===== src/sv/dsa_pkg.sv =====
// Package of shared constants and types for the strategy adaptation block.
package dsa_pkg;
	localparam int NUM_STRATEGIES_DEF = 5;
	localparam int WINDOW_MAX_DEF = 64;
	localparam int POP_MAX_DEF = 256;
	localparam int CNT_W = 9;
	localparam int PROB_W = 17;
	localparam int WLEN_W = 7;
	localparam int U_W = 16;
	localparam int SIDX_W = 3;
	localparam logic [CNT_W-1:0] COUNT_MAX = 9'd511;
	localparam logic [16:0] EPS_Q16 = 17'd655;
	localparam logic [16:0] ONE_Q16 = 17'h10000;
	localparam logic [6:0] WLEN_RESET = 7'd50;
	localparam logic OP_RECORD = 1'b0;
	localparam logic OP_DRAW = 1'b1;

	// Request to the divider and its answer.
	typedef struct packed {
		logic        start;
		logic [40:0] num;
		logic [23:0] den;
	} div_req_t;

	typedef struct packed {
		logic        done;
		logic [40:0] quo;
	} div_rsp_t;
endpackage


===== src/sv/dsa_divider.sv =====
// Restoring radix-2 divider, one quotient bit per cycle.
module dsa_divider (
	input  logic              clk,
	input  logic              arst_n,
	input  dsa_pkg::div_req_t req,
	output dsa_pkg::div_rsp_t rsp
);
	import dsa_pkg::*;

	logic        busy_q;
	logic        done_q;
	logic [5:0]  cnt_q;
	logic [40:0] quo_q;
	logic [23:0] rem_q;
	logic [23:0] den_q;
	logic [24:0] trial;

	assign trial = {rem_q, quo_q[40]} - {1'b0, den_q};

	always_ff @(posedge clk or negedge arst_n) begin
		if (!arst_n) begin
			busy_q <= 1'b0;
			cnt_q <= '0;
			done_q <= 1'b0;
		end else begin
			done_q <= 1'b0;
			if (req.start) begin
				busy_q <= 1'b1;
				cnt_q <= 6'd41;
			end else if (busy_q) begin
				cnt_q <= cnt_q - 6'd1;
				if (cnt_q == 6'd1) begin
					busy_q <= 1'b0;
					done_q <= 1'b1;
				end
			end
		end
	end

	always_ff @(posedge clk) begin
		if (req.start) begin
			quo_q <= req.num;
			rem_q <= '0;
			den_q <= req.den;
		end else if (busy_q) begin
			if (!trial[24]) begin
				rem_q <= trial[23:0];
				quo_q <= {quo_q[39:0], 1'b1};
			end else begin
				rem_q <= {rem_q[22:0], quo_q[40]};
				quo_q <= {quo_q[39:0], 1'b0};
			end
		end
	end

	assign rsp = {done_q, quo_q};
endmodule


===== config.mk =====
export PLATFORM = sky130hd
export DESIGN_NAME = dsa_divider
export DESIGN_NICKNAME = d
export VERILOG_FILES = /design/src/sv/dsa_pkg.sv /design/src/sv/dsa_divider.sv
export SDC_FILE = /design/constraint.sdc
export NUM_CORES = 1
export LEC_CHECK = 0
export BUFFER_PORTS_ARGS = -buffer_cell sky130_fd_sc_hd__buf_2
export CAP_MARGIN = 25
export CELL_PAD_IN_SITES_DETAIL_PLACEMENT = 0
export CELL_PAD_IN_SITES_GLOBAL_PLACEMENT = 2
export CORE_MARGIN = 2
export CORE_UTILIZATION = 32
export DETAILED_ROUTE_END_ITERATION = 8
export PLACE_DENSITY_LB_ADDON = 0.1
export SLEW_MARGIN = 20
export SYNTH_ARGS = -nofsm -noshare
export SYNTH_HDL_FRONTEND = slang
export SYNTH_SLANG_ARGS = --single-unit

===== constraint.sdc =====
create_clock -name clk -period 3 [get_ports clk]
set_clock_uncertainty 0.1 [all_clocks]
set_input_delay 0.3 -clock clk [delete_from_list [all_inputs] [get_ports clk]]
set_output_delay 0.3 -clock clk [all_outputs]
set_load 0.01 [all_outputs]

After elaboration in Yosys (flattened, before gate mapping)
Cells that the tools add are included.
- bits in registers: 97
- input bits: 68
- add/sub/neg operators: 2
- reductions and logical operators: 1
- equality and inequality tests: 1
- multiplexer cells: 12
- operators with widths (kind ; number):
    2-to-1 mux 41 bit ; 2
    subtractor 25 x 24 -> 25 bit ; 1
    2-to-1 mux 24 bit ; 1
    2-to-1 mux 6 bit ; 2
    2-to-1 mux 1 bit ; 7
    equality test 6 x 1 -> 1 bit, second input constant ; 1
    subtractor 6 x 1 -> 6 bit, second input constant ; 1
    nonzero test 2 bit ; 1

Longest topological paths before layout
Gate-level depths: netlist of the first run.
- depth in word-level cells: 4
- gate-level depth with buffers: 13

Worst setup path before layout of the first run
No wires, ideal clock.
- path type: register to register
- start point: register quo_q[40]
- end point: register rem_q[15]
- cell stages (with the launch flop): 12
- required time: 2809 ps
- data arrival time: 2746 ps
- clock period less this slack: 2937 ps
- buffers on the path: 0
- slack: 63 ps
- cell sequence: edfxtp_1 inv_1 ha_1 fa_1 nand2b_1 a21oi_2 o211ai_1 a21o_1 a21boi_2 nor3_4 or4b_1 a311oi_1
- cells in the longest elaborated chain, start to end: 2
- ends and longest elaborated chain (what ; line ; RTL):
    start, declared ; dsa_divider.sv:13 ; logic [40:0] quo_q;
    start signal, assigned ; dsa_divider.sv:42 ; quo_q <= req.num;
    start signal, assigned ; dsa_divider.sv:48 ; quo_q <= {quo_q[39:0], 1'b1};
    start signal, assigned ; dsa_divider.sv:51 ; quo_q <= {quo_q[39:0], 1'b0};
    subtractor 25 x 24 -> 25 bit ; dsa_divider.sv:18 ; assign trial = {rem_q, quo_q[40]} - {1'b0, den_q};
    2-to-1 mux 24 bit ; dsa_divider.sv:46 ; if (!trial[24]) begin
    end signal, assigned ; dsa_divider.sv:47 ; rem_q <= trial[23:0];
    end signal, assigned ; dsa_divider.sv:50 ; rem_q <= {rem_q[22:0], quo_q[40]};
    end, declared ; dsa_divider.sv:14 ; logic [23:0] rem_q;
No other way between the ends.
A chain may end at the register's enable or synchronous reset.

Worst setup path after layout of the first run
- start point: register den_q[0]
- end point: register rem_q[0]
- cells in the longest elaborated chain, start to end: 2
- ends and longest elaborated chain (what ; line ; RTL):
    start, declared ; dsa_divider.sv:15 ; logic [23:0] den_q;
    start signal, assigned ; dsa_divider.sv:44 ; den_q <= req.den;
    subtractor 25 x 24 -> 25 bit ; dsa_divider.sv:18 ;
    2-to-1 mux 24 bit ; dsa_divider.sv:46 ;
No other way between the ends.

==> results of run 1 <==
Yosys cell counts, drive strengths merged, types with 13 or more instances:
cell,instances,area share
ha,26,0.060
xnor2,13,0.021
nand2,24,0.017
nand3,22,0.020
mux2,41,0.085
a311oi,20,0.032
buf,13,0.012
clkbuf,16,0.012
a21oi,29,0.031
nand2b,13,0.015
edfxtp,65,0.36
dfxtp,24,0.088
inv,32,0.022
nor2,40,0.029
o21ai,31,0.032
through the flow:
stage	cells	setup WS [ps]
finish	873	24.89
global route	873	-140.7
CTS	868	-24.01
detailed placement	844	-166.3
global placement	844	-24.92
floorplan	504	63.33
worst max path at each step:
stage          startpoint        end  slack (ps)  cells past startpoint
2_1_floorplan   quo_q[40]  rem_q[15]          60                     11
3_3_place_gp     den_q[1]  rem_q[23]         -20                     12
3_5_place_dp    quo_q[40]  rem_q[15]        -170                     11
4_1_cts         quo_q[40]   rem_q[9]         -20                     12
5_1_grt          den_q[0]  rem_q[17]        -140                     11
6_report         den_q[0]   rem_q[0]          20                     12
cell usage in the layout (no fill, tap or decap), drive strengths merged, types with 3 or more instances in the layout:
| cell type | instances |
|---|---|
| o21bai | 3 |
| a21boi | 3 |
| a21o | 12 |
| o21a | 3 |
| and3 | 5 |
| buf | 159 |
| dfxtp | 24 |
| clkbuf | 11 |
| o21ai | 31 |
| nand4 | 4 |
| edfxtp | 65 |
| nand2b | 13 |
| ha | 26 |
| a311oi | 20 |
| a21oi | 29 |
| inv | 35 |
| nor3 | 8 |
| xnor2 | 13 |
| o211ai | 6 |
| xor2 | 6 |
| nand2 | 24 |
| dfrtp | 8 |
| nand3 | 22 |
| mux2 | 41 |
| nor2 | 40 |
| and2 | 4 |
| or4b | 4 |
power by group through the flow:
| stage | combinational, mW | sequential, mW | clock (mW) |
|---|---|---|---|
| after global placement | 2.04 | 1.86 | 0 |
| after detailed placement | 2.03 | 1.86 | 0 |
| after floorplan | 1.35 | 1.84 | 0 |
| final | 2.18 | 1.84 | 1.28 |
| after global routing | 2.42 | 1.87 | 1.37 |
| after CTS | 2.09 | 1.84 | 1.32 |
cells by family (layout without fill, tap and decap cells):
kind of cell | Yosys count | count (layout) | synth area share
AND/OR/NAND/NOR | 134 | 134 | 0.1260
AO/OA/AOI/OAI | 124 | 124 | 0.1626
flip-flops | 97 | 97 | 0.4847
buffers and inverters | 61 | 210 | 0.04561
multiplexers | 42 | 42 | 0.08685
adder cells (fa/ha/maj) | 27 | 27 | 0.06358
XOR/XNOR | 19 | 19 | 0.03064
per-layer routing:
layer  vias to the layer above  routed length, um
met5                         -                  0
met4                         0                100
met3                         8                527
met2                        78               7064
met1                      2032               6484
li1                       2158                  -
what timing repair did:
item,4_1_cts,5_1_grt
buffers inserted,6,4
endpoints found under the hold margin,8,1
resized for setup,7,23
pin swaps,13,22
gates cloned,1,0
hold buffers,1,1
endpoints found under the setup margin,25,25
area by class of cell:
class / instances / area (um2)
Inverter: 32 / 120.1
Timing Repair Buffer: 162 / 1036
Sequential cell: 97 / 2633
Clock buffer: 11 / 232.7
Multi-Input combinational cell: 346 / 2663
Clock inverter: 5 / 86.33
Tap cell: 220 / 275.3
Fill cell: 1688 / 9538
flip-flops by register name, summed over array words and instances (netlist names):
name    cells
rem_q      24
den_q      24
quo_q      41
cnt_q       6
done_q      1
busy_q      1
==> impl_metrics.env, run 1 <==
export IMPL_status="finished clean"
export IMPL_r2r_cells=12
export IMPL_die_w_um=134.3
export IMPL_clk_latency_ps=350
export IMPL_fp_coreArea_mm2=0.01658
export IMPL_final_cell_area_mm2=0.007046
export IMPL_n_antenna_cell=0
export IMPL_ir_drop_v=0.0003364
export IMPL_slowest_delay_ps=430
export IMPL_cts_tree="done"
export IMPL_grt_util_all_layers=0.1591
export IMPL_combPwrFrac=0.412
export IMPL_crit_buf_inv=2
export IMPL_min_period_ps=2975
export IMPL_grt_max_degree=55
export IMPL_finish_utilization=0.4249
export IMPL_place_congestion=0.7351
export IMPL_rr_startpoint="den_q[0]"
export IMPL_use_met3=0.04006
export IMPL_ys_types=60
export IMPL_power_frac_clock=0.242
export IMPL_initial_utilization=0.3275
export IMPL_dpl_hpwl_um=9902
export IMPL_grt_setup_unrepaired="true"
export IMPL_power_density_mw_per_mm2=752.2
export IMPL_crit_chain="ha_4 -> fa_2 -> nand2b_4 -> a21oi_4 -> o211ai_1 -> buf_4 -> a21o_1 -> a21boi_2 -> nor3_4 -> buf_6 -> or3_1 -> a311oi_1"
export IMPL_max_cap_violations=0
export IMPL_io_buffers=109
export IMPL_grt_use_met1=0.2080
export IMPL_grt_busiest_layer="met2"
export IMPL_dr_pass1_iters=5
export IMPL_finalCritPeriodShare=0.9917
export IMPL_seq_area_frac_synth=0.4847
export IMPL_worst_path_max_fanout=8
export IMPL_relSlewSlack=0.5829
export IMPL_ys_async_sr_fraction=0.08247
export IMPL_min_to="den_q[19]"
export IMPL_tns_ps=0
export IMPL_area_growth_pct=29.72
export IMPL_critPathRequiredTime_ps=3160
export IMPL_htreeDepth=3
export IMPL_cellLeakagePower_nw=3.008
export IMPL_pin_count=110
export IMPL_vias_per_cell=4.898
export IMPL_vias=4276
export IMPL_reg2reg_to="rem_q[0]"
export IMPL_grt_pass1_wl_um=22490
export IMPL_avgRoutedWirePerCell_um=16.24
export IMPL_min_path_type="in -> reg"
export IMPL_ys_flop_type="edfxtp_1"
export IMPL_rows=47
export IMPL_critical_path_class="reg -> reg"
export IMPL_path_clk_slew_ps=70
export IMPL_sw_frac_of_total=0.3508
export IMPL_hold_depth=1
export IMPL_finalHoldViolCount=0
export IMPL_antenna_found_initial=0
export IMPL_nets=743
export IMPL_grt_ovfl_total=0
export IMPL_pwr_share_seq=0.347
export IMPL_synth_edf_count=65
export IMPL_place_area_mm2=0.006452
export IMPL_syn_area_per_cell_um2=10.78
export IMPL_arrival_ps=3130
export IMPL_cp_top_family="compound AO/OA/AOI/OAI gates"
export IMPL_switchingPower_mw=1.859
export IMPL_end_kind="flop"
export IMPL_drive_above_1_share=0.3783
export IMPL_slowest_stage="edfxtp_1"
export IMPL_dieHeight_um=134.3
export IMPL_whs_ps=20.72
export IMPL_clock_sinks=97
export IMPL_syn_area_mm2=0.005431
export IMPL_hold_path_startpoint="req[19]"
export IMPL_drc=0
export IMPL_first_global_vias=4271
export IMPL_setup_viol=0
export IMPL_first_iter_violations=149
export IMPL_intPower_mw=3.440
export IMPL_netlist_instances=504
export IMPL_grtUsageMet2=0.2696
export IMPL_r2r_setup_slack_ps=20
export IMPL_clockBufferDepth=2
export IMPL_ys_warn_count=0
export IMPL_fmax_mhz=336.1
export IMPL_total_power_mw=5.299
export IMPL_syn_nets=599
export IMPL_cts_buffers=9
export IMPL_detail_route_antenna_nets=0
export IMPL_start_kind="flop"
export IMPL_tightest_slew_ps=625.7
export IMPL_fp_dieArea_mm2=0.01803
export IMPL_slew_violations=0
export IMPL_root_buffer="clkbuf_16"
export IMPL_ys_seq_elements=97
export IMPL_routed_wl_um=14180
(Power assumes the default switching activity.)
==> run 2, diff against run 1 <==
--- a/config.mk
+++ b/config.mk
@@ -10,7 +10,7 @@
 export CELL_PAD_IN_SITES_DETAIL_PLACEMENT = 0
 export CELL_PAD_IN_SITES_GLOBAL_PLACEMENT = 2
 export CORE_MARGIN = 2
-export CORE_UTILIZATION = 32
+export CORE_UTILIZATION = 38
 export DETAILED_ROUTE_END_ITERATION = 8
 export PLACE_DENSITY_LB_ADDON = 0.1
 export SLEW_MARGIN = 20
==> constraint.sdc (replaced) <==
create_clock -name clk -period 3.73 [get_ports clk]
set_clock_uncertainty 0.1 [all_clocks]
set_input_delay 0.373 -clock clk [delete_from_list [all_inputs] [get_ports clk]]
set_output_delay 0.373 -clock clk [all_outputs]
set_load 0.01 [all_outputs]
==> run 2 against run 1 <==
Setup slack better by 380 ps. Total power down 26%. Largest power group is now registers. Clock power down 25%. Non-clock buffer count down 45. Utilization up 3.7 points. Die area down 15%.
==> impl_metrics.env, run 2 (same netlist as run 1, synthesis figures left out) <==
export IMPL_largest_reg_flops=41
export IMPL_worst_path_max_fanout=27
export IMPL_power_density_mw_per_mm2=604.6
export IMPL_initial_utilization=0.3898
export IMPL_critical_path_class="reg -> reg"
export IMPL_dieHeight_um=123.6
export IMPL_final_cell_area_mm2=0.006442
export IMPL_crit_end="rem_q[8]"
export IMPL_vias_per_cell=5.216
export IMPL_area_growth_pct=18.61
export IMPL_place_congestion=0.8292
export IMPL_fin_ws_ps=400.3
export IMPL_min_period_ps=3330
export IMPL_tightest_slew_ps=978.5
export IMPL_routed_wl_um=12530
export IMPL_cts_buffers=9
export IMPL_grt_pass1_wl_um=19670
export IMPL_first_iter_violations=249
export IMPL_dpl_hpwl_um=8777
export IMPL_min_path_type="in -> reg"
export IMPL_setup_viol=0
export IMPL_layout_common_cells="buf_2, edfxtp_1, mux2_2"
export IMPL_crit_start="quo_q[40]"
export IMPL_clock_sinks=97
export IMPL_ctsResizeCount=0
export IMPL_end_kind="flop"
export IMPL_start_kind="flop"
export IMPL_r2r_cells=11
export IMPL_relSlewSlack=0.3455
export IMPL_avgRoutedWirePerCell_um=15.90
export IMPL_pin_count=110
export IMPL_rr_startpoint="quo_q[40]"
export IMPL_io_buffers=109
export IMPL_antenna_found_initial=0
export IMPL_cellLeakagePower_nw=2.745
export IMPL_path_clk_slew_ps=70
export IMPL_r2r_setup_slack_ps=400
export IMPL_total_power_mw=3.895
export IMPL_reg2reg_to="rem_q[8]"
export IMPL_max_cap_violations=0
export IMPL_pre_cts_slack_ps=430.6
export IMPL_nets=698
export IMPL_drive_above_1_share=0.3059
export IMPL_finalCritPeriodShare=0.8927
export IMPL_nFillCells=1326
export IMPL_clockBufferDepth=2
export IMPL_rows=43
export IMPL_grt_max_degree=55
export IMPL_tns_ps=0
export IMPL_place_area_mm2=0.006130
export IMPL_status="finished clean"
export IMPL_fmax_mhz=300.3
export IMPL_n_antenna_cell=0
export IMPL_root_buffer="clkbuf_16"
export IMPL_grt_ovfl_total=0
export IMPL_finish_utilization=0.4623
export IMPL_final_common_cell="buf_2"
export IMPL_drc=0
export IMPL_slew_violations=0
export IMPL_hold_path_startpoint="req[4]"
export IMPL_grt_util_all_layers=0.1667
export IMPL_fp_coreArea_mm2=0.01393
export IMPL_dr_pass1_iters=4
export IMPL_die_w_um=123.6
export IMPL_top_regs="quo_q (41), den_q (24), rem_q (24)"
export IMPL_ir_drop_v=0.0002377
export IMPL_finalHoldViolCount=0
export IMPL_regMostFlops="quo_q"
export IMPL_detail_route_antenna_nets=0
export IMPL_first_global_vias=3896
export IMPL_clk_latency_ps=350
export IMPL_grt_setup_unrepaired="false"
export IMPL_critPathRequiredTime_ps=3880
export IMPL_vias=4110
export IMPL_htreeDepth=3
export IMPL_cts_tree="done"
export IMPL_fp_dieArea_mm2=0.01527
export IMPL_arrival_ps=3480
## run 2: changes by cell type in the layout (fill, tap and decap cells not counted), sizes merged
| cell | previous run | this run |
|---|---|---|
| bufbuf | 1 | 0 |
| clkbuf | 11 | 10 |
| dlygate4sd3 | 2 | 1 |
| bufinv | 2 | 1 |
| clkinv | 0 | 3 |
| inv | 35 | 34 |
| buf | 159 | 116 |
## run 2: power by group
group	leakage, nW	internal (mW)	switching, mW
combinational	1.64	0.629	0.830
clock	0.149	0.540	0.418
sequential	0.958	1.34	0.138
## run 2: per-stage QoR
stage / hold WS (ps) / instances
2_1_floorplan: -22.59 / 504
3_3_place_gp: 125.5 / 771
3_5_place_dp: 128.6 / 771
4_1_cts: 84.33 / 788
5_1_grt: 90.09 / 788
6_report: 98.82 / 788
## run 2: cell type report
cell class / instances / area (um2) / share of cell area
sequential: 97 / 2633 / 0.4086
multi-input combinational: 346 / 2551 / 0.3960
timing repair buffer: 117 / 610.6 / 0.09478
clock buffer: 10 / 239.0 / 0.03709
tap: 180 / 225.2 / 0.03496
inverter: 32 / 120.1 / 0.01864
clock inverter: 6 / 63.81 / 0.009905
## run 2: worst min-delay path by stage
stage / depth (start not counted) / to / slack (ps)
after floorplan: 0 / busy_q / -20
after global placement: 1 / cnt_q[5] / 130
after detailed placement: 1 / done_q / 130
after CTS: 1 / den_q[10] / 80
after global routing: 1 / den_q[10] / 90
final: 1 / den_q[4] / 100
## run 2: routing by layer
layer / vias to the layer above / global-route usage / routed length, um
li1: 2066 / - / -
met1: 1955 / 0.2285 / 6034
met2: 71 / 0.2600 / 5766
met3: 18 / 0.02906 / 453
met4: 0 / 0.06889 / 277
met5: - / 0 / 0
## run 2: timing repair
action                                  CTS  global route
endpoints found under the setup margin    0             0
hold endpoints to repair                  8             0
hold buffers                              1             0
setup buffers                             0             0
## run 2: worst max-delay path, stage by stage (launching register included)
cell and delay [ps]:
edfxtp_1 400, inv_1 70, ha_1 190, fa_1 200, nand2b_1 170, a21oi_2 90
o211ai_1 340, a21o_1 250, a21boi_2 110, nor3_4 810, o21ai_0 190, a311oi_1 310
